--- config.mk ---
export PLATFORM = sky130hd
export DESIGN_NAME = motor_inertia_observer_top
export DESIGN_NICKNAME = d
export VERILOG_FILES = /design/src/rtl/mio_pkg.sv /design/src/rtl/motor_inertia_observer_top.sv
export VERILOG_INCLUDE_DIRS = /design/src /design/src/rtl
export SDC_FILE = /design/constraint.sdc
export NUM_CORES = 2
export LEC_CHECK = 0
export ABC_CLOCK_PERIOD_IN_PS = 27300
export BUFFER_PORTS_ARGS = -buffer_cell sky130_fd_sc_hd__buf_2
export CELL_PAD_IN_SITES_DETAIL_PLACEMENT = 1
export CELL_PAD_IN_SITES_GLOBAL_PLACEMENT = 2
export CORE_MARGIN = 3
export CORE_UTILIZATION = 46
export CTS_BUF_LIST = sky130_fd_sc_hd__clkbuf_8
export DETAILED_ROUTE_END_ITERATION = 7
export GPL_TIMING_DRIVEN = 0
export PLACE_DENSITY = 0.93
export SLEW_MARGIN = 20
export SYNTH_ARGS = -nofsm -noshare
export SYNTH_HDL_FRONTEND = slang
export SYNTH_SLANG_ARGS = --single-unit
--- constraint.sdc ---
create_clock -name clk_i -period 27.3 [get_ports clk_i]
set_input_delay 5.46 -clock clk_i [delete_from_list [all_inputs] [get_ports clk_i]]
set_output_delay 5.46 -clock clk_i [all_outputs]
set_load 0.02 [all_outputs]
--- src/rtl/motor_inertia_observer_top_assert.svh ---
// ----------------------------------------------------------------------------
// motor inertia observer assertion macros
// shared assertion wrappers for the observer rtl
// ----------------------------------------------------------------------------
`ifndef MOTOR_INERTIA_OBSERVER_TOP_ASSERT_SVH
`define MOTOR_INERTIA_OBSERVER_TOP_ASSERT_SVH

// check sampled on the clock, off while reset is held
`define MIO_ASSERT(lbl, clk, rst_n, prop, msg) \
  lbl: assert property (@(posedge clk) disable iff (!rst_n) prop) else $error(msg);

// check that also holds while reset is held
`define MIO_ASSERT_ALWAYS(lbl, clk, prop, msg) \
  lbl: assert property (@(posedge clk) prop) else $error(msg);

`endif

--- src/rtl/mio_pkg.sv ---
// ----------------------------------------------------------------------------
// motor inertia observer package
// sequencer states, register codes, fixed widths and saturation helpers
// ----------------------------------------------------------------------------
package mio_pkg;

  typedef enum logic [4:0] {
    ST_IDLE,
    ST_GAIN,
    ST_P1,
    ST_P2,
    ST_FLUX,
    ST_NPP,
    ST_WDIV,
    ST_QDOT,
    ST_Q0,
    ST_Q1,
    ST_TAU,
    ST_XPROD,
    ST_XTS,
    ST_EPROD,
    ST_ETS,
    ST_JDIV,
    ST_FIN
  } state_e;

  localparam int CFG_IDX_W  = 3;
  localparam int CFG_DATA_W = 32;

  localparam logic [CFG_IDX_W-1:0] CFG_POLE_PAIRS = 3'd0;
  localparam logic [CFG_IDX_W-1:0] CFG_FLUX       = 3'd1;
  localparam logic [CFG_IDX_W-1:0] CFG_LAMBDA     = 3'd2;
  localparam logic [CFG_IDX_W-1:0] CFG_TS         = 3'd3;
  localparam logic [CFG_IDX_W-1:0] CFG_PERIOD     = 3'd4;
  localparam logic [CFG_IDX_W-1:0] CFG_NOMINAL    = 3'd5;

  localparam int PP_W      = 5;
  localparam int FLUX_W    = 16;
  localparam int LAMBDA_W  = 16;
  localparam int TS_W      = 32;
  localparam int PERIOD_W  = 24;
  localparam int NOM_W     = 24;
  localparam int INERTIA_W = 21;
  localparam int TORQUE_W  = 32;

  localparam logic [PP_W-1:0]     PP_RST      = 5'd2;
  localparam logic [FLUX_W-1:0]   FLUX_RST    = 16'd0;
  localparam logic [LAMBDA_W-1:0] LAMBDA_RST  = 16'd8038;
  localparam logic [TS_W-1:0]     TS_RST      = 32'd429497;
  localparam logic [PERIOD_W-1:0] PERIOD_RST  = 24'd20000;
  localparam logic [NOM_W-1:0]    NOMINAL_RST = 24'd1677722;

  localparam logic [INERTIA_W-1:0] INERTIA_MIN = 21'd16777;
  localparam logic [INERTIA_W-1:0] INERTIA_MAX = 21'd1677722;
  localparam logic signed [63:0]   SUMB_FLOOR  = 64'sd4294967;

  localparam int FILT_W = 38;
  localparam logic signed [FILT_W-1:0] FILT_LIM = 38'sh1F_FFFF_FFFF;
  localparam int GAIN_W = 25;
  localparam logic [GAIN_W-1:0] GAIN_ONE = 25'h100_0000;

  localparam int MUL_AM_W    = 63;
  localparam int MUL_BM_W    = 32;
  localparam int MUL_DIG_W   = 8;
  localparam int MUL_DIGITS  = 4;
  localparam int MUL_PM_W    = 95;
  localparam int MCNT_W      = 3;

  localparam int SPD_SHIFT = 21;
  localparam int JQ_W      = 27;
  localparam int JDIV_LAST = 26;
  localparam logic [JQ_W-1:0] JQ_SAT = 27'h400_0000;
  localparam int DIV_W     = 66;
  localparam int TERM_W    = 64;

  function automatic logic signed [FILT_W-1:0] sat_filt(input logic signed [95:0] v);
    logic signed [95:0] lim;
    lim = 96'(FILT_LIM);
    if (v > lim) begin
      return FILT_LIM;
    end else if (v < -lim) begin
      return -FILT_LIM;
    end
    return FILT_W'(v);
  endfunction

  function automatic logic signed [31:0] sat_i32(input logic signed [39:0] v);
    if (v > 40'sh00_7FFF_FFFF) begin
      return 32'sh7FFF_FFFF;
    end else if (v < -40'sh00_7FFF_FFFF) begin
      return -32'sh7FFF_FFFF;
    end
    return 32'(v);
  endfunction

endpackage

--- src/rtl/motor_inertia_observer_top.sv ---
// sequencing: each sample runs through the multiply and speed divide steps, plus the inertia divide at a window close
// throughput: a new sample is taken only when the sequencer is idle, set by a shared 63x8 multiply
// step (13 products) and a shared compare-subtract divide step (one quotient bit per cycle)
// reset: asynchronous, active low; registers to their documented values, filters and sums to
// zero, inertia to the maximum 1677722, no result pending
// ----------------------------------------------------------------------------
// motor inertia observer
// torque and speed filters, disturbance torque and windowed inertia update
// ----------------------------------------------------------------------------
`include "motor_inertia_observer_top_assert.svh"

module motor_inertia_observer_top #(
  parameter int SAMPLE_WIDTH = 16,
  parameter int ACC_WIDTH    = 64
) (
  input  logic                                  clk_i,
  input  logic                                  rst_ni,
  input  logic                                  cfg_valid_i,
  output logic                                  cfg_ready_o,
  input  logic [mio_pkg::CFG_IDX_W-1:0]         cfg_index_i,
  input  logic [mio_pkg::CFG_DATA_W-1:0]        cfg_data_i,
  input  logic                                  in_valid_i,
  output logic                                  in_stall_o,
  input  logic signed [SAMPLE_WIDTH-1:0]        current_alpha_i,
  input  logic signed [SAMPLE_WIDTH-1:0]        current_beta_i,
  input  logic signed [SAMPLE_WIDTH-1:0]        angle_cos_i,
  input  logic signed [SAMPLE_WIDTH-1:0]        angle_sin_i,
  input  logic signed [SAMPLE_WIDTH-1:0]        rotor_speed_i,
  output logic                                  out_valid_o,
  input  logic                                  out_stall_i,
  output logic [mio_pkg::INERTIA_W-1:0]         inertia_estimate_o,
  output logic signed [mio_pkg::TORQUE_W-1:0]   disturbance_torque_o,
  output logic                                  window_done_o
);
  import mio_pkg::*;

  localparam int DVD_W  = SAMPLE_WIDTH + SPD_SHIFT;
  localparam int DQ_W   = (DVD_W > JQ_W) ? DVD_W : JQ_W;
  localparam int DCNT_W = $clog2(DQ_W) + 1;
  localparam int SUM_W  = TERM_W + 2;
  localparam logic signed [SUM_W-1:0] ACC_LIM =
    {{(SUM_W-ACC_WIDTH+1){1'b0}}, {(ACC_WIDTH-1){1'b1}}};

  function automatic logic signed [ACC_WIDTH-1:0] acc_add(
    input logic signed [ACC_WIDTH-1:0] a,
    input logic signed [TERM_W-1:0]    t
  );
    logic signed [SUM_W-1:0] s;
    s = SUM_W'(a) + SUM_W'(t);
    if (s > ACC_LIM) begin
      return ACC_WIDTH'(ACC_LIM);
    end else if (s < -ACC_LIM) begin
      return ACC_WIDTH'(-ACC_LIM);
    end
    return ACC_WIDTH'(s);
  endfunction

  state_e state_q, state_d;

  logic [PP_W-1:0]     pp_q;
  logic [FLUX_W-1:0]   flux_q;
  logic [LAMBDA_W-1:0] lambda_q;
  logic [TS_W-1:0]     ts_q;
  logic [PERIOD_W-1:0] period_q;
  logic [NOM_W-1:0]    nominal_q;

  logic signed [SAMPLE_WIDTH-1:0] ia_q, ib_q, c_q, s_q, spd_q;

  logic [GAIN_W-1:0]          g_q;
  logic signed [63:0]         x_q;
  logic signed [FILT_W-1:0]   trq_q, w_q, q0_q, q1_q;
  logic signed [FILT_W:0]     qdot_q;
  logic signed [31:0]         tau_q;
  logic signed [ACC_WIDTH-1:0] cross_q, energy_q;
  logic [PERIOD_W-1:0]        wcnt_q;
  logic [INERTIA_W-1:0]       inertia_q;
  logic                       done_q;

  logic [MCNT_W-1:0]   mcnt_q;
  logic [MUL_AM_W-1:0] am_q;
  logic [MUL_BM_W-1:0] bm_q;
  logic                neg_q;
  logic [MUL_PM_W-1:0] macc_q;

  logic [DCNT_W-1:0] dcnt_q;
  logic [DIV_W-1:0]  r_q;
  logic [63:0]       ub_q;
  logic [DVD_W-1:0]  dvd_q;
  logic [DQ_W-1:0]   dq_q;
  logic              dneg_q;

  logic                        out_valid_q;
  logic [INERTIA_W-1:0]        out_inertia_q;
  logic signed [TORQUE_W-1:0]  out_torque_q;
  logic                        out_done_q;

  // shared multiply unit
  logic                        mul_state, mul_last, mul_load;
  logic signed [63:0]          a_s;
  logic signed [MUL_BM_W:0]    b_s;
  logic [MUL_AM_W-1:0]         am_d;
  logic [MUL_BM_W-1:0]         bm_d;
  logic [MUL_AM_W+MUL_DIG_W-1:0] pp_digit;
  logic [MUL_PM_W-1:0]         macc_nx;
  logic signed [MUL_PM_W:0]    mag_ext, prod_s;
  logic [MUL_PM_W-33:0]        mag_hi;
  logic signed [TERM_W-1:0]    term;

  logic [PP_W-1:0]             npp;
  logic signed [FILT_W:0]      ew, et;
  logic signed [31:0]          qd32;
  logic signed [39:0]          tau_full;
  logic [31:0]                 g_raw;
  logic signed [ACC_WIDTH-1:0] cross_nx, energy_nx;
  logic signed [63:0]          energy_ext;
  logic [ACC_WIDTH-1:0]        cabs;
  logic                        close;
  logic [SAMPLE_WIDTH-1:0]     spd_mag;

  // shared divide unit
  logic [DIV_W-1:0] rr, dv, r_nx;
  logic             dbit;
  logic [DQ_W-1:0]  dq_nx;
  logic             wdiv_last, jdiv_sat, jdiv_last;
  logic signed [DQ_W:0] wq_s;
  logic [JQ_W-1:0]  jq;
  logic signed [JQ_W:0] jv;
  logic [INERTIA_W-1:0] j_clamped;

  logic fin_load, in_acc, cfg_acc;

  assign npp = (pp_q == '0) ? PP_W'(1) : pp_q;
  assign ew  = (FILT_W+1)'(w_q) - (FILT_W+1)'(q1_q);
  assign et  = (FILT_W+1)'(trq_q) - (FILT_W+1)'(q0_q);
  assign qd32 = sat_i32(40'(qdot_q));

  always_comb begin
    mul_state = 1'b0;
    a_s = '0;
    b_s = '0;
    unique case (state_q)
      ST_GAIN: begin
        mul_state = 1'b1;
        a_s = 64'(ts_q);
        b_s = (MUL_BM_W+1)'(lambda_q);
      end
      ST_P1: begin
        mul_state = 1'b1;
        a_s = 64'(ib_q);
        b_s = (MUL_BM_W+1)'(c_q);
      end
      ST_P2: begin
        mul_state = 1'b1;
        a_s = 64'(ia_q);
        b_s = (MUL_BM_W+1)'(s_q);
      end
      ST_FLUX: begin
        mul_state = 1'b1;
        a_s = x_q;
        b_s = (MUL_BM_W+1)'(flux_q);
      end
      ST_NPP: begin
        mul_state = 1'b1;
        a_s = x_q;
        b_s = (MUL_BM_W+1)'(npp);
      end
      ST_QDOT: begin
        mul_state = 1'b1;
        a_s = 64'(ew);
        b_s = (MUL_BM_W+1)'(lambda_q);
      end
      ST_Q0: begin
        mul_state = 1'b1;
        a_s = 64'(et);
        b_s = (MUL_BM_W+1)'(g_q);
      end
      ST_Q1: begin
        mul_state = 1'b1;
        a_s = 64'(ew);
        b_s = (MUL_BM_W+1)'(g_q);
      end
      ST_TAU: begin
        mul_state = 1'b1;
        a_s = 64'(qdot_q);
        b_s = (MUL_BM_W+1)'(nominal_q);
      end
      ST_XPROD: begin
        mul_state = 1'b1;
        a_s = 64'(tau_q);
        b_s = (MUL_BM_W+1)'(qd32);
      end
      ST_XTS, ST_ETS: begin
        mul_state = 1'b1;
        a_s = x_q;
        b_s = (MUL_BM_W+1)'(ts_q);
      end
      ST_EPROD: begin
        mul_state = 1'b1;
        a_s = 64'(qd32);
        b_s = (MUL_BM_W+1)'(qd32);
      end
      default: begin
        mul_state = 1'b0;
      end
    endcase
  end

  assign am_d     = a_s[63] ? MUL_AM_W'(-a_s) : MUL_AM_W'(a_s);
  assign bm_d     = b_s[MUL_BM_W] ? MUL_BM_W'(-b_s) : MUL_BM_W'(b_s);
  assign mul_load = mul_state && (mcnt_q == '0);
  assign mul_last = mul_state && (mcnt_q == MCNT_W'(MUL_DIGITS));
  assign pp_digit = am_q * bm_q[MUL_BM_W-1 -: MUL_DIG_W];
  assign macc_nx  = {macc_q[MUL_PM_W-MUL_DIG_W-1:0], {MUL_DIG_W{1'b0}}}
                  + MUL_PM_W'(pp_digit);
  assign mag_ext  = {1'b0, macc_nx};
  assign prod_s   = neg_q ? -mag_ext : mag_ext;
  assign mag_hi   = macc_nx[MUL_PM_W-1:32];
  assign term     = neg_q ? -$signed({1'b0, mag_hi}) : $signed({1'b0, mag_hi});

  assign g_raw    = macc_nx[47:16];
  assign tau_full = 40'(q0_q >>> 8) - 40'(prod_s >>> 24);
  assign cross_nx  = acc_add(cross_q, term);
  assign energy_nx = acc_add(energy_q, term);
  assign energy_ext = 64'(energy_nx);
  assign cabs     = cross_q[ACC_WIDTH-1] ? ACC_WIDTH'(-cross_q) : ACC_WIDTH'(cross_q);
  assign close    = ((PERIOD_W+1)'(wcnt_q) + (PERIOD_W+1)'(1)) >= (PERIOD_W+1)'(period_q);
  assign spd_mag  = spd_q[SAMPLE_WIDTH-1] ? SAMPLE_WIDTH'(-spd_q) : SAMPLE_WIDTH'(spd_q);

  always_comb begin
    rr = r_q;
    dv = DIV_W'(ub_q);
    if (state_q == ST_WDIV) begin
      rr = {r_q[DIV_W-2:0], dvd_q[DVD_W-1]};
      dv = DIV_W'(npp);
    end else if (dcnt_q == '0) begin
      dv = {ub_q, 2'b00};
    end else if (dcnt_q == DCNT_W'(1)) begin
      dv = {1'b0, ub_q, 1'b0};
    end else if (dcnt_q == DCNT_W'(2)) begin
      dv = DIV_W'(ub_q);
    end else begin
      rr = {r_q[DIV_W-2:0], 1'b0};
    end
  end

  assign dbit  = rr >= dv;
  assign r_nx  = dbit ? (rr - dv) : rr;
  assign dq_nx = {dq_q[DQ_W-2:0], dbit};
  assign wdiv_last = (state_q == ST_WDIV) && (dcnt_q == DCNT_W'(DVD_W - 1));
  assign jdiv_sat  = (state_q == ST_JDIV) && (dcnt_q == '0) && dbit;
  assign jdiv_last = (state_q == ST_JDIV) && (dcnt_q == DCNT_W'(JDIV_LAST));
  assign wq_s = dneg_q ? -$signed({1'b0, dq_nx}) : $signed({1'b0, dq_nx});
  assign jq   = jdiv_sat ? JQ_SAT : dq_nx[JQ_W-1:0];
  assign jv   = (JQ_W+1)'(nominal_q)
              + (dneg_q ? -$signed({1'b0, jq}) : $signed({1'b0, jq}));
  always_comb begin
    if (jv > $signed((JQ_W+1)'(INERTIA_MAX))) begin
      j_clamped = INERTIA_MAX;
    end else if (jv < $signed((JQ_W+1)'(INERTIA_MIN))) begin
      j_clamped = INERTIA_MIN;
    end else begin
      j_clamped = INERTIA_W'(jv);
    end
  end

  // next state
  always_comb begin
    state_d = state_q;
    unique case (state_q)
      ST_IDLE:  if (in_valid_i) state_d = ST_GAIN;
      ST_GAIN:  if (mul_last) state_d = ST_P1;
      ST_P1:    if (mul_last) state_d = ST_P2;
      ST_P2:    if (mul_last) state_d = ST_FLUX;
      ST_FLUX:  if (mul_last) state_d = ST_NPP;
      ST_NPP:   if (mul_last) state_d = ST_WDIV;
      ST_WDIV:  if (wdiv_last) state_d = ST_QDOT;
      ST_QDOT:  if (mul_last) state_d = ST_Q0;
      ST_Q0:    if (mul_last) state_d = ST_Q1;
      ST_Q1:    if (mul_last) state_d = ST_TAU;
      ST_TAU:   if (mul_last) state_d = ST_XPROD;
      ST_XPROD: if (mul_last) state_d = ST_XTS;
      ST_XTS:   if (mul_last) state_d = ST_EPROD;
      ST_EPROD: if (mul_last) state_d = ST_ETS;
      ST_ETS: begin
        if (mul_last) state_d = close ? ST_JDIV : ST_FIN;
      end
      ST_JDIV:  if (jdiv_sat || jdiv_last) state_d = ST_FIN;
      ST_FIN:   if (!out_valid_q || !out_stall_i) state_d = ST_IDLE;
      default:  state_d = ST_IDLE;
    endcase
  end

  // handshake outputs
  always_comb begin
    in_stall_o  = (state_q != ST_IDLE);
    cfg_ready_o = 1'b1;
    out_valid_o = out_valid_q;
    fin_load    = (state_q == ST_FIN) && (!out_valid_q || !out_stall_i);
    in_acc      = in_valid_i && !in_stall_o;
    cfg_acc     = cfg_valid_i && cfg_ready_o;
  end

  assign inertia_estimate_o   = out_inertia_q;
  assign disturbance_torque_o = out_torque_q;
  assign window_done_o        = out_done_q;

  always_ff @(posedge clk_i or negedge rst_ni) begin
    if (!rst_ni) begin
      state_q     <= ST_IDLE;
      mcnt_q      <= '0;
      dcnt_q      <= '0;
      out_valid_q <= 1'b0;
      pp_q        <= PP_RST;
      flux_q      <= FLUX_RST;
      lambda_q    <= LAMBDA_RST;
      ts_q        <= TS_RST;
      period_q    <= PERIOD_RST;
      nominal_q   <= NOMINAL_RST;
      q0_q        <= '0;
      q1_q        <= '0;
      cross_q     <= '0;
      energy_q    <= '0;
      wcnt_q      <= '0;
      inertia_q   <= INERTIA_MAX;
    end else begin
      state_q <= state_d;

      if (cfg_acc) begin
        unique case (cfg_index_i)
          CFG_POLE_PAIRS: pp_q      <= cfg_data_i[PP_W-1:0];
          CFG_FLUX:       flux_q    <= cfg_data_i[FLUX_W-1:0];
          CFG_LAMBDA:     lambda_q  <= cfg_data_i[LAMBDA_W-1:0];
          CFG_TS:         ts_q      <= cfg_data_i[TS_W-1:0];
          CFG_PERIOD:     period_q  <= cfg_data_i[PERIOD_W-1:0];
          CFG_NOMINAL:    nominal_q <= cfg_data_i[NOM_W-1:0];
          default:        ;
        endcase
      end

      if (mul_state) begin
        mcnt_q <= mul_last ? '0 : mcnt_q + MCNT_W'(1);
      end

      if (state_q == ST_NPP && mul_last) begin
        dcnt_q <= '0;
      end else if (state_q == ST_ETS && mul_last) begin
        dcnt_q <= '0;
      end else if (state_q == ST_WDIV || (state_q == ST_JDIV && !jdiv_sat)) begin
        dcnt_q <= dcnt_q + DCNT_W'(1);
      end

      if (mul_last) begin
        unique case (state_q)
          ST_Q0:  q0_q <= q0_q + FILT_W'(prod_s >>> 24);
          ST_Q1:  q1_q <= q1_q + FILT_W'(prod_s >>> 24);
          ST_XTS: cross_q <= cross_nx;
          ST_ETS: begin
            energy_q <= energy_nx;
            if (!close) wcnt_q <= wcnt_q + PERIOD_W'(1);
          end
          default: ;
        endcase
      end

      if (jdiv_sat || jdiv_last) begin
        inertia_q <= j_clamped;
        cross_q   <= '0;
        energy_q  <= '0;
        wcnt_q    <= '0;
      end

      if (fin_load) begin
        out_valid_q <= 1'b1;
      end else if (out_valid_q && !out_stall_i) begin
        out_valid_q <= 1'b0;
      end
    end
  end

  always_ff @(posedge clk_i) begin
    if (in_acc) begin
      ia_q  <= current_alpha_i;
      ib_q  <= current_beta_i;
      c_q   <= angle_cos_i;
      s_q   <= angle_sin_i;
      spd_q <= rotor_speed_i;
    end

    if (mul_load) begin
      am_q   <= am_d;
      bm_q   <= bm_d;
      neg_q  <= a_s[63] ^ b_s[MUL_BM_W];
      macc_q <= '0;
    end else if (mul_state) begin
      macc_q <= macc_nx;
      bm_q   <= {bm_q[MUL_BM_W-MUL_DIG_W-1:0], {MUL_DIG_W{1'b0}}};
    end

    if (mul_last) begin
      unique case (state_q)
        ST_GAIN:  g_q <= (g_raw > 32'(GAIN_ONE)) ? GAIN_ONE : g_raw[GAIN_W-1:0];
        ST_P1:    x_q <= 64'(prod_s);
        ST_P2:    x_q <= x_q - 64'(prod_s);
        ST_FLUX:  x_q <= 64'(prod_s >>> 17);
        ST_NPP: begin
          trq_q  <= sat_filt(96'(prod_s));
          r_q    <= '0;
          dq_q   <= '0;
          dvd_q  <= {spd_mag, {SPD_SHIFT{1'b0}}};
          dneg_q <= spd_q[SAMPLE_WIDTH-1];
        end
        ST_QDOT:  qdot_q <= (FILT_W+1)'(prod_s >>> 16);
        ST_TAU:   tau_q <= sat_i32(tau_full);
        ST_XPROD: x_q <= 64'(prod_s);
        ST_EPROD: x_q <= 64'(prod_s);
        ST_ETS: begin
          done_q <= close;
          r_q    <= DIV_W'(cabs);
          dq_q   <= '0;
          dneg_q <= cross_q[ACC_WIDTH-1];
          ub_q   <= (energy_ext < SUMB_FLOOR) ? SUMB_FLOOR : energy_ext;
        end
        default: ;
      endcase
    end

    if (state_q == ST_WDIV) begin
      r_q   <= r_nx;
      dq_q  <= dq_nx;
      dvd_q <= {dvd_q[DVD_W-2:0], 1'b0};
      if (wdiv_last) w_q <= sat_filt(96'(wq_s));
    end else if (state_q == ST_JDIV && dcnt_q != '0) begin
      r_q  <= r_nx;
      dq_q <= dq_nx;
    end

    if (fin_load) begin
      out_inertia_q <= inertia_q;
      out_torque_q  <= tau_q;
      out_done_q    <= done_q;
    end
  end

  `MIO_ASSERT(a_inertia_range, clk_i, rst_ni,
    (inertia_q >= INERTIA_MIN && inertia_q <= INERTIA_MAX), "inertia out of range")
  `MIO_ASSERT(a_mcnt_mul_only, clk_i, rst_ni, (mcnt_q != '0 |-> mul_state),
    "multiply step outside a multiply state")
  `MIO_ASSERT(a_window_clear, clk_i, rst_ni, ((state_q == ST_FIN && done_q) |-> wcnt_q == '0),
    "window closed without clearing its count")
  `MIO_ASSERT(a_gain_max, clk_i, rst_ni,
    ((state_q == ST_Q0 || state_q == ST_Q1) |-> g_q <= GAIN_ONE), "filter gain above one")

endmodule
# [Word-level counts from Yosys, hierarchy flattened]
# Cells that the tools add are included.
[classes] n_addsub=23 n_mul=1 div_mod_pow=0 magnitude_cmp=18 eq_ne=44 n_shift=0 mux=109 n_bitwise=1 reduce_logical=72
[op_table] op="two-way mux 64 bit" n=14
[op_table] op="two-way mux 66 bit" n=10
[op_table] op="case mux 64 bit (9 select lines)" n=1
[op_table] op="case mux 33 bit (9 select lines)" n=1
[op_table] op="two-way mux 32 bit" n=9
[op_table] op="two-way mux 38 bit" n=7
[op_table] op="case mux 64 bit (3 select lines)" n=1
[op_table] op="two-way mux 36 bit" n=4
[op_table] op="case mux 66 bit (2 select lines)" n=1
[op_table] op="adder 64 x 64 -> 65 bit" n=2
[op_table] op="> comparator 65 x 64 -> 1 bit, second input constant" n=2
[op_table] op="< comparator 65 x 64 -> 1 bit, second input constant" n=2
[op_table] op="two-way mux 37 bit" n=3
[op_table] op="> comparator 96 x 38 -> 1 bit, second input constant" n=1
[op_table] op="< comparator 96 x 38 -> 1 bit, second input constant" n=1
[op_table] op="two-way mux 24 bit" n=4
[op_table] op="two-way mux 96 bit" n=1
[op_table] op="negator 95 -> 96 bit" n=1
[op_table] op="adder 95 x 71 -> 95 bit" n=1
[op_table] op="two-way mux 5 bit" n=19
[op_table] op="case mux 5 bit (17 select lines)" n=1
[op_table] op="subtractor 38 x 38 -> 39 bit" n=2
[op_table] op="adder 38 bit" n=2
[op_table] op="multiplier 63 x 8 -> 71 bit" n=1
[op_table] op="70 further kinds" n=177
[totals] reg_bits=1139 latch_bits=0 mem_bits_rw=0 romBits=0 inputBits=120 out_inout_bits=57 wordCells=309 mem_count=0

# [Depth between registers and ports, before layout]
[depth] depth_word=14 mapped_depth=52 ltp_nobuf=46

# [Least setup slack after synthesis]
# OpenSTA, ideal clock, no wires.
[synth_path] path_type="register to register" startpoint="register bm_q[24]" endpoint="register ub_q[10], data pin" setup_ns=0.266 arrival_time_ns=11.484 t_required_ns=27.034 slack_ns=15.550 path_stages_with_launch=47 n_path_buf=7 period_less_slack_ns=11.750 cell_sequence="edfxtp_1 > clkbuf_1 > clkbuf_1 > nand2_1 > fa_1 > inv_1 > fa_1 > fa_1 > inv_1 > fa_1 > inv_1 > ha_1 > clkbuf_1 > o21ai_0 > a21oi_1 > a31oi_1 > nor4_1 > nor3_1 > (+11 left out) > ha_1 > nand2_1 > o21ai_0 > a21o_1 > a21o_1 > a21oi_1 > o21ai_0 > o21ai_0 > a211oi_1 > or3_1 > and3_1 > a311oi_1 > nand4bb_1 > nor4_1 > a41o_1 > clkbuf_1 > clkbuf_1 > nor2_1"
[synth_via] elab_chain_len=10 word_cells_on_any_way=12 classes_between="add/sub: 3; mul: 1; order compare: 3; mux: 5"
[synth_rtl] item="start: declaration" line_no="motor_inertia_observer_top.sv:81" source="logic [MUL_BM_W-1:0] bm_q;"
[synth_rtl] item="start signal: assignment" line_no="motor_inertia_observer_top.sv:391" source="bm_q <= bm_d;"
[synth_rtl] item="start signal: assignment" line_no="motor_inertia_observer_top.sv:396" source="bm_q <= {bm_q[MUL_BM_W-MUL_DIG_W-1:0], {MUL_DIG_W{1'b0}}};"
[synth_rtl] item="multiplier 63 x 8 -> 71 bit (*)" line_no="motor_inertia_observer_top.sv:212" source="assign pp_digit = am_q * bm_q[MUL_BM_W-1 -: MUL_DIG_W];"
[synth_rtl] item="adder 95 x 71 -> 95 bit (*)" line_no="motor_inertia_observer_top.sv:214" source="+ MUL_PM_W'(pp_digit);"
[synth_rtl] item="negator 63 -> 64 bit" line_no="motor_inertia_observer_top.sv:218" source="assign term = neg_q ? -$signed({1'b0, mag_hi}) : $signed({1'b0, mag_hi});"
[synth_rtl] item="two-way mux 64 bit (*)" line_no="motor_inertia_observer_top.sv:218"
[synth_rtl] item="adder 64 x 64 -> 65 bit (*)" line_no="motor_inertia_observer_top.sv:49" source="s = SUM_W'(a) + SUM_W'(t);"
[synth_rtl] item="< comparator 65 x 64 -> 1 bit" line_no="motor_inertia_observer_top.sv:52" source="end else if (s < -ACC_LIM) begin"
[synth_rtl] item="two-way mux 1 bit" line_no="motor_inertia_observer_top.sv:52"
[synth_rtl] item="two-way mux 1 bit" line_no="motor_inertia_observer_top.sv:50" source="if (s > ACC_LIM) begin"
[synth_rtl] item="two-way mux 64 bit (*)" line_no="motor_inertia_observer_top.sv:55" source="return ACC_WIDTH'(s);"
[synth_rtl] item="< comparator 64 x 24 -> 1 bit" line_no="motor_inertia_observer_top.sv:421" source="ub_q <= (energy_ext < SUMB_FLOOR) ? SUMB_FLOOR : energy_ext;"
[synth_rtl] item="end signal: assignment" line_no="motor_inertia_observer_top.sv:421"
[synth_rtl] item="end: declaration" line_no="motor_inertia_observer_top.sv:87" source="logic [63:0] ub_q;"
# Mark *: on every way between the ends. The rest lies on a longest branch, timed or not.
# A chain may end at the register's enable or synchronous reset.

# [Final worst setup path]
[layout_path] startpoint="register bm_q[25]" endpoint="register ub_q[56], data pin"
[layout_via] elab_chain_len=10 word_cells_on_any_way=12 classes_between="add/sub: 3; mul: 1; order compare: 3; mux: 5"
[layout_rtl] item="multiplier 63 x 8 -> 71 bit (*)" line_no="motor_inertia_observer_top.sv:212"
[layout_rtl] item="adder 95 x 71 -> 95 bit (*)" line_no="motor_inertia_observer_top.sv:214"
[layout_rtl] item="via macc_nx[32]" line_no="motor_inertia_observer_top.sv:104" source="logic [MUL_PM_W-1:0] macc_nx;"
[layout_rtl] item="negator 63 -> 64 bit" line_no="motor_inertia_observer_top.sv:218"
[layout_rtl] item="two-way mux 64 bit (*)" line_no="motor_inertia_observer_top.sv:218"
[layout_rtl] item="adder 64 x 64 -> 65 bit (*)" line_no="motor_inertia_observer_top.sv:49"
[layout_rtl] item="< comparator 65 x 64 -> 1 bit" line_no="motor_inertia_observer_top.sv:52"
[layout_rtl] item="two-way mux 1 bit" line_no="motor_inertia_observer_top.sv:52"
[layout_rtl] item="two-way mux 1 bit" line_no="motor_inertia_observer_top.sv:50"
[layout_rtl] item="two-way mux 64 bit (*)" line_no="motor_inertia_observer_top.sv:55"
[layout_rtl] item="< comparator 64 x 24 -> 1 bit" line_no="motor_inertia_observer_top.sv:421"
# The timed path passes the listed nets; every way through them passes the cells marked *.

==> results_dict.tcl <==
set metrics [dict create \
    status "completed" \
    port_buffers 175 \
    synth_fp_nets 12400 \
    num_io_pins 177 \
    gp_congestion 1.03 \
    tightest_slew_ns 1.35 \
    cts.sinks 1119 \
    first_iter_violations 9969 \
    crit_fanout 10 \
    core_um2 218000 \
    start_util_pct 46.4 \
    hold_viol_final 0 \
    critPathCaptureType "flop" \
    cts_max_path_buffers 3 \
    synth_edf_count 650 \
    vias 96100 \
    layout-drive-gt1-share_pct 8.81 \
    drv_cap 0 \
    die_y_um 475 \
    min_period_ns 18.41 \
    synthTopCellsByCount "1022 x nand2_1, 787 x inv_1, 738 x a21oi_1, 681 x o21ai_0, 659 x nor2_1" \
    max_slew_margin_pct 10.2 \
    start_kind "flop" \
    hold_path_depth 0 \
    syn2layout_area_growth_pct 9.99 \
    synth.area.top_cells "edfxtp_1 19%, fa_1 8.7%, dfrtp_1 8.3%" \
    crit_family "compound AO/OA/AOI/OAI gates" \
    max_freq_mhz 54.3 \
    htreeDepth 4 \
    final_nets 12900 \
    antenna_found_initial 27 \
    routed_wl_mm 459 \
    utilization_pct 51.1 \
    grt_max_degree 84 \
    cp.arrival_ns 19.11 \
    die_w_um 475 \
    cp_common_cell "clkbuf_1" \
    cts_made_buffers 207 \
    num_rows 171 \
    syn-cell-area_um2 101000 \
    grtUsageTotal_pct 39.8 \
    synthFlopType "edfxtp_1" \
    via_per_inst 6.52 \
    async_reset_ff_share_pct 34.1 \
    grt_pass1_vias 97300 \
    drc_errors 0 \
    clockRootBuffer "clkbuf_8" \
    synth_top_area_cell "edfxtp_1" \
    cts-resized-gates 0 \
    first_pass_iters 8 \
    synth_top_area_share_pct 19.3 \
    insertion_delay_ns 1.04 \
    rsz0062_at_grt "false" \
    grt_pass1_wl_mm 663 \
    crit_type "flop to flop" \
    crit_buf_inv 10 \
    period_share_pct 67.4 \
    yosys_register_bits 1119 \
    slew_viol_final 0 \
    dp.cells 14300 \
    cts_hold_buf 0 \
    post_cts_buffers 0 \
    synth.most_common_cell "nand2_1" \
    critPathRequiredTime_ns 28.00 \
    skew_ns 0.0895 \
    synth_cells 11300 \
    grt_overflow 0 \
    synth.avg_cell_area_um2 8.98 \
    cp.depth 47 \
    critPathSlowestCell "nor4_1" \
    stdcell_count 14700 \
    reg2reg_depth 47 \
    dpl.hpwl_mm 373 \
    clkSlewWorstSetupHoldPaths_ns 0.07 \
    final-setup-viol-count 0 \
    cts_tree "done" \
    ys_types 132 \
    postRouteAntennaNets 0 \
    wl_per_cell_um 31.1 \
    dieArea_um2 225000 \
    ys_seq_area_share_pct 30.5 \
    slowest_delay_ns 0.89 \
    ys_warn_count 0 \
    min_path_type "flop to flop" \
    fin_tns_setup_ns 0 \
]
==> sequential cells by signal, summed over array words and instances, names as in the netlist, 32 cells and up <==
name	flops
tau_q	32
macc_q	87
x_q	64
bm_q	32
disturbance_torque_o	32
r_q	66
trq_q	38
qdot_q	39
ub_q	64
cross_q	64
am_q	63
q1_q	38
energy_q	64
q0_q	38
w_q	38
ts_q	32
dq_q	36
==> cell usage in the layout (no fill, tap or decap), drive strengths merged, types with 49 or more instances in the layout <==
| cell | synthesis | routed |
|---|---|---|
| o2111ai | 57 | 57 |
| ha | 612 | 612 |
| nor4 | 78 | 78 |
| o41ai | 49 | 49 |
| nor2 | 659 | 659 |
| a21o | 277 | 277 |
| mux2i | 73 | 73 |
| o221ai | 59 | 59 |
| a221o | 90 | 90 |
| dfxtp | 87 | 87 |
| o21bai | 75 | 75 |
| a211oi | 89 | 89 |
| nand3 | 322 | 322 |
| fa | 438 | 438 |
| a31oi | 85 | 85 |
| mux2 | 174 | 174 |
| o31ai | 135 | 135 |
| nand4 | 122 | 122 |
| or4 | 68 | 68 |
| xnor2 | 461 | 461 |
| or2 | 82 | 82 |
| clkbuf | 469 | 711 |
| xor2 | 345 | 345 |
| nor3 | 184 | 184 |
| nor2b | 87 | 87 |
| inv | 791 | 887 |
| nand2b | 118 | 118 |
| a21oi | 739 | 739 |
| dfrtp | 334 | 334 |
| buf | 54 | 279 |
| nand2 | 1022 | 1022 |
| and2 | 492 | 492 |
| o21a | 82 | 82 |
| or3 | 127 | 127 |
| o21ai | 725 | 725 |
| o211ai | 125 | 125 |
| a22oi | 96 | 96 |
| edfxtp | 650 | 650 |
| o22ai | 73 | 73 |
| and3 | 91 | 91 |
==> worst reg2reg max path: cells and delay by family, from the launching register on <==
family | cells | cell delay [ns]
flops | 1 | 0.57
compound gates | 15 | 4.66
xor+xnor | 3 | 1.31
buf+inv | 10 | 3.86
fa+ha+maj | 7 | 3.08
simple gates | 12 | 4.61
==> layout make-up <==
class | count | area, µm²
antenna | 17 | 42.5
buffer | 527 | 2190
clock buffer | 242 | 3330
clock inverter | 148 | 890
fill | 25500 | 107000
inverter | 793 | 2980
multi-input combinational | 8819 | 65600
sequential | 1119 | 30900
tap | 2854 | 3570
timing repair buffer | 225 | 1710
==> path summary, 6_finish.rpt <==
check	from	end	slack, ns
max in group asynchronous	rst_ni	lambda_q[8]	21.36
setup reg to reg	bm_q[25]	ub_q[56]	8.89
hold / removal	done_q	window_done_o	0.43
setup / recovery	bm_q[25]	ub_q[56]	8.89
hold reg to reg	done_q	window_done_o	0.43
min in group asynchronous	rst_ni	energy_q[36]	4.31
==> kinds of logic after synthesis <==
family,Yosys count,synth area share (%)
AOI/OAI and AO/OA,3123,20.5
xor gates and xnor gates,806,6.98
adders and majority gates,1055,16.3
buffers and inverters,1320,5.08
DFF,1119,30.5
muxes,247,2.66
other,2,0.00743
and+or+nand+nor,3586,17.9
==> routing by layer <==
metal | GRT usage (%) | vias to the layer above | routed length (µm)
li1 | - | 41600 | -
met1 | 51.4 | 48800 | 185000
met2 | 61.3 | 4533 | 202000
met3 | 7.95 | 1105 | 38600
met4 | 24.4 | 6 | 33900
met5 | 0 | - | 46
==> per-stage QoR <==
step           hold slack [ns]  setup slack [ns]  area (µm²)
2_1_floorplan            0.400             15.55      101000
3_3_place_gp             0.425              8.52      106000
3_5_place_dp             0.420              9.14      107000
4_1_cts                  0.429              9.01      111000
5_1_grt                  0.444              8.54      111000
6_report                 0.430              8.89      111000
Power is left out: the tool's default activity adds up to more than one toggle a clock period on the data nets, which glitch-free logic cannot reach.
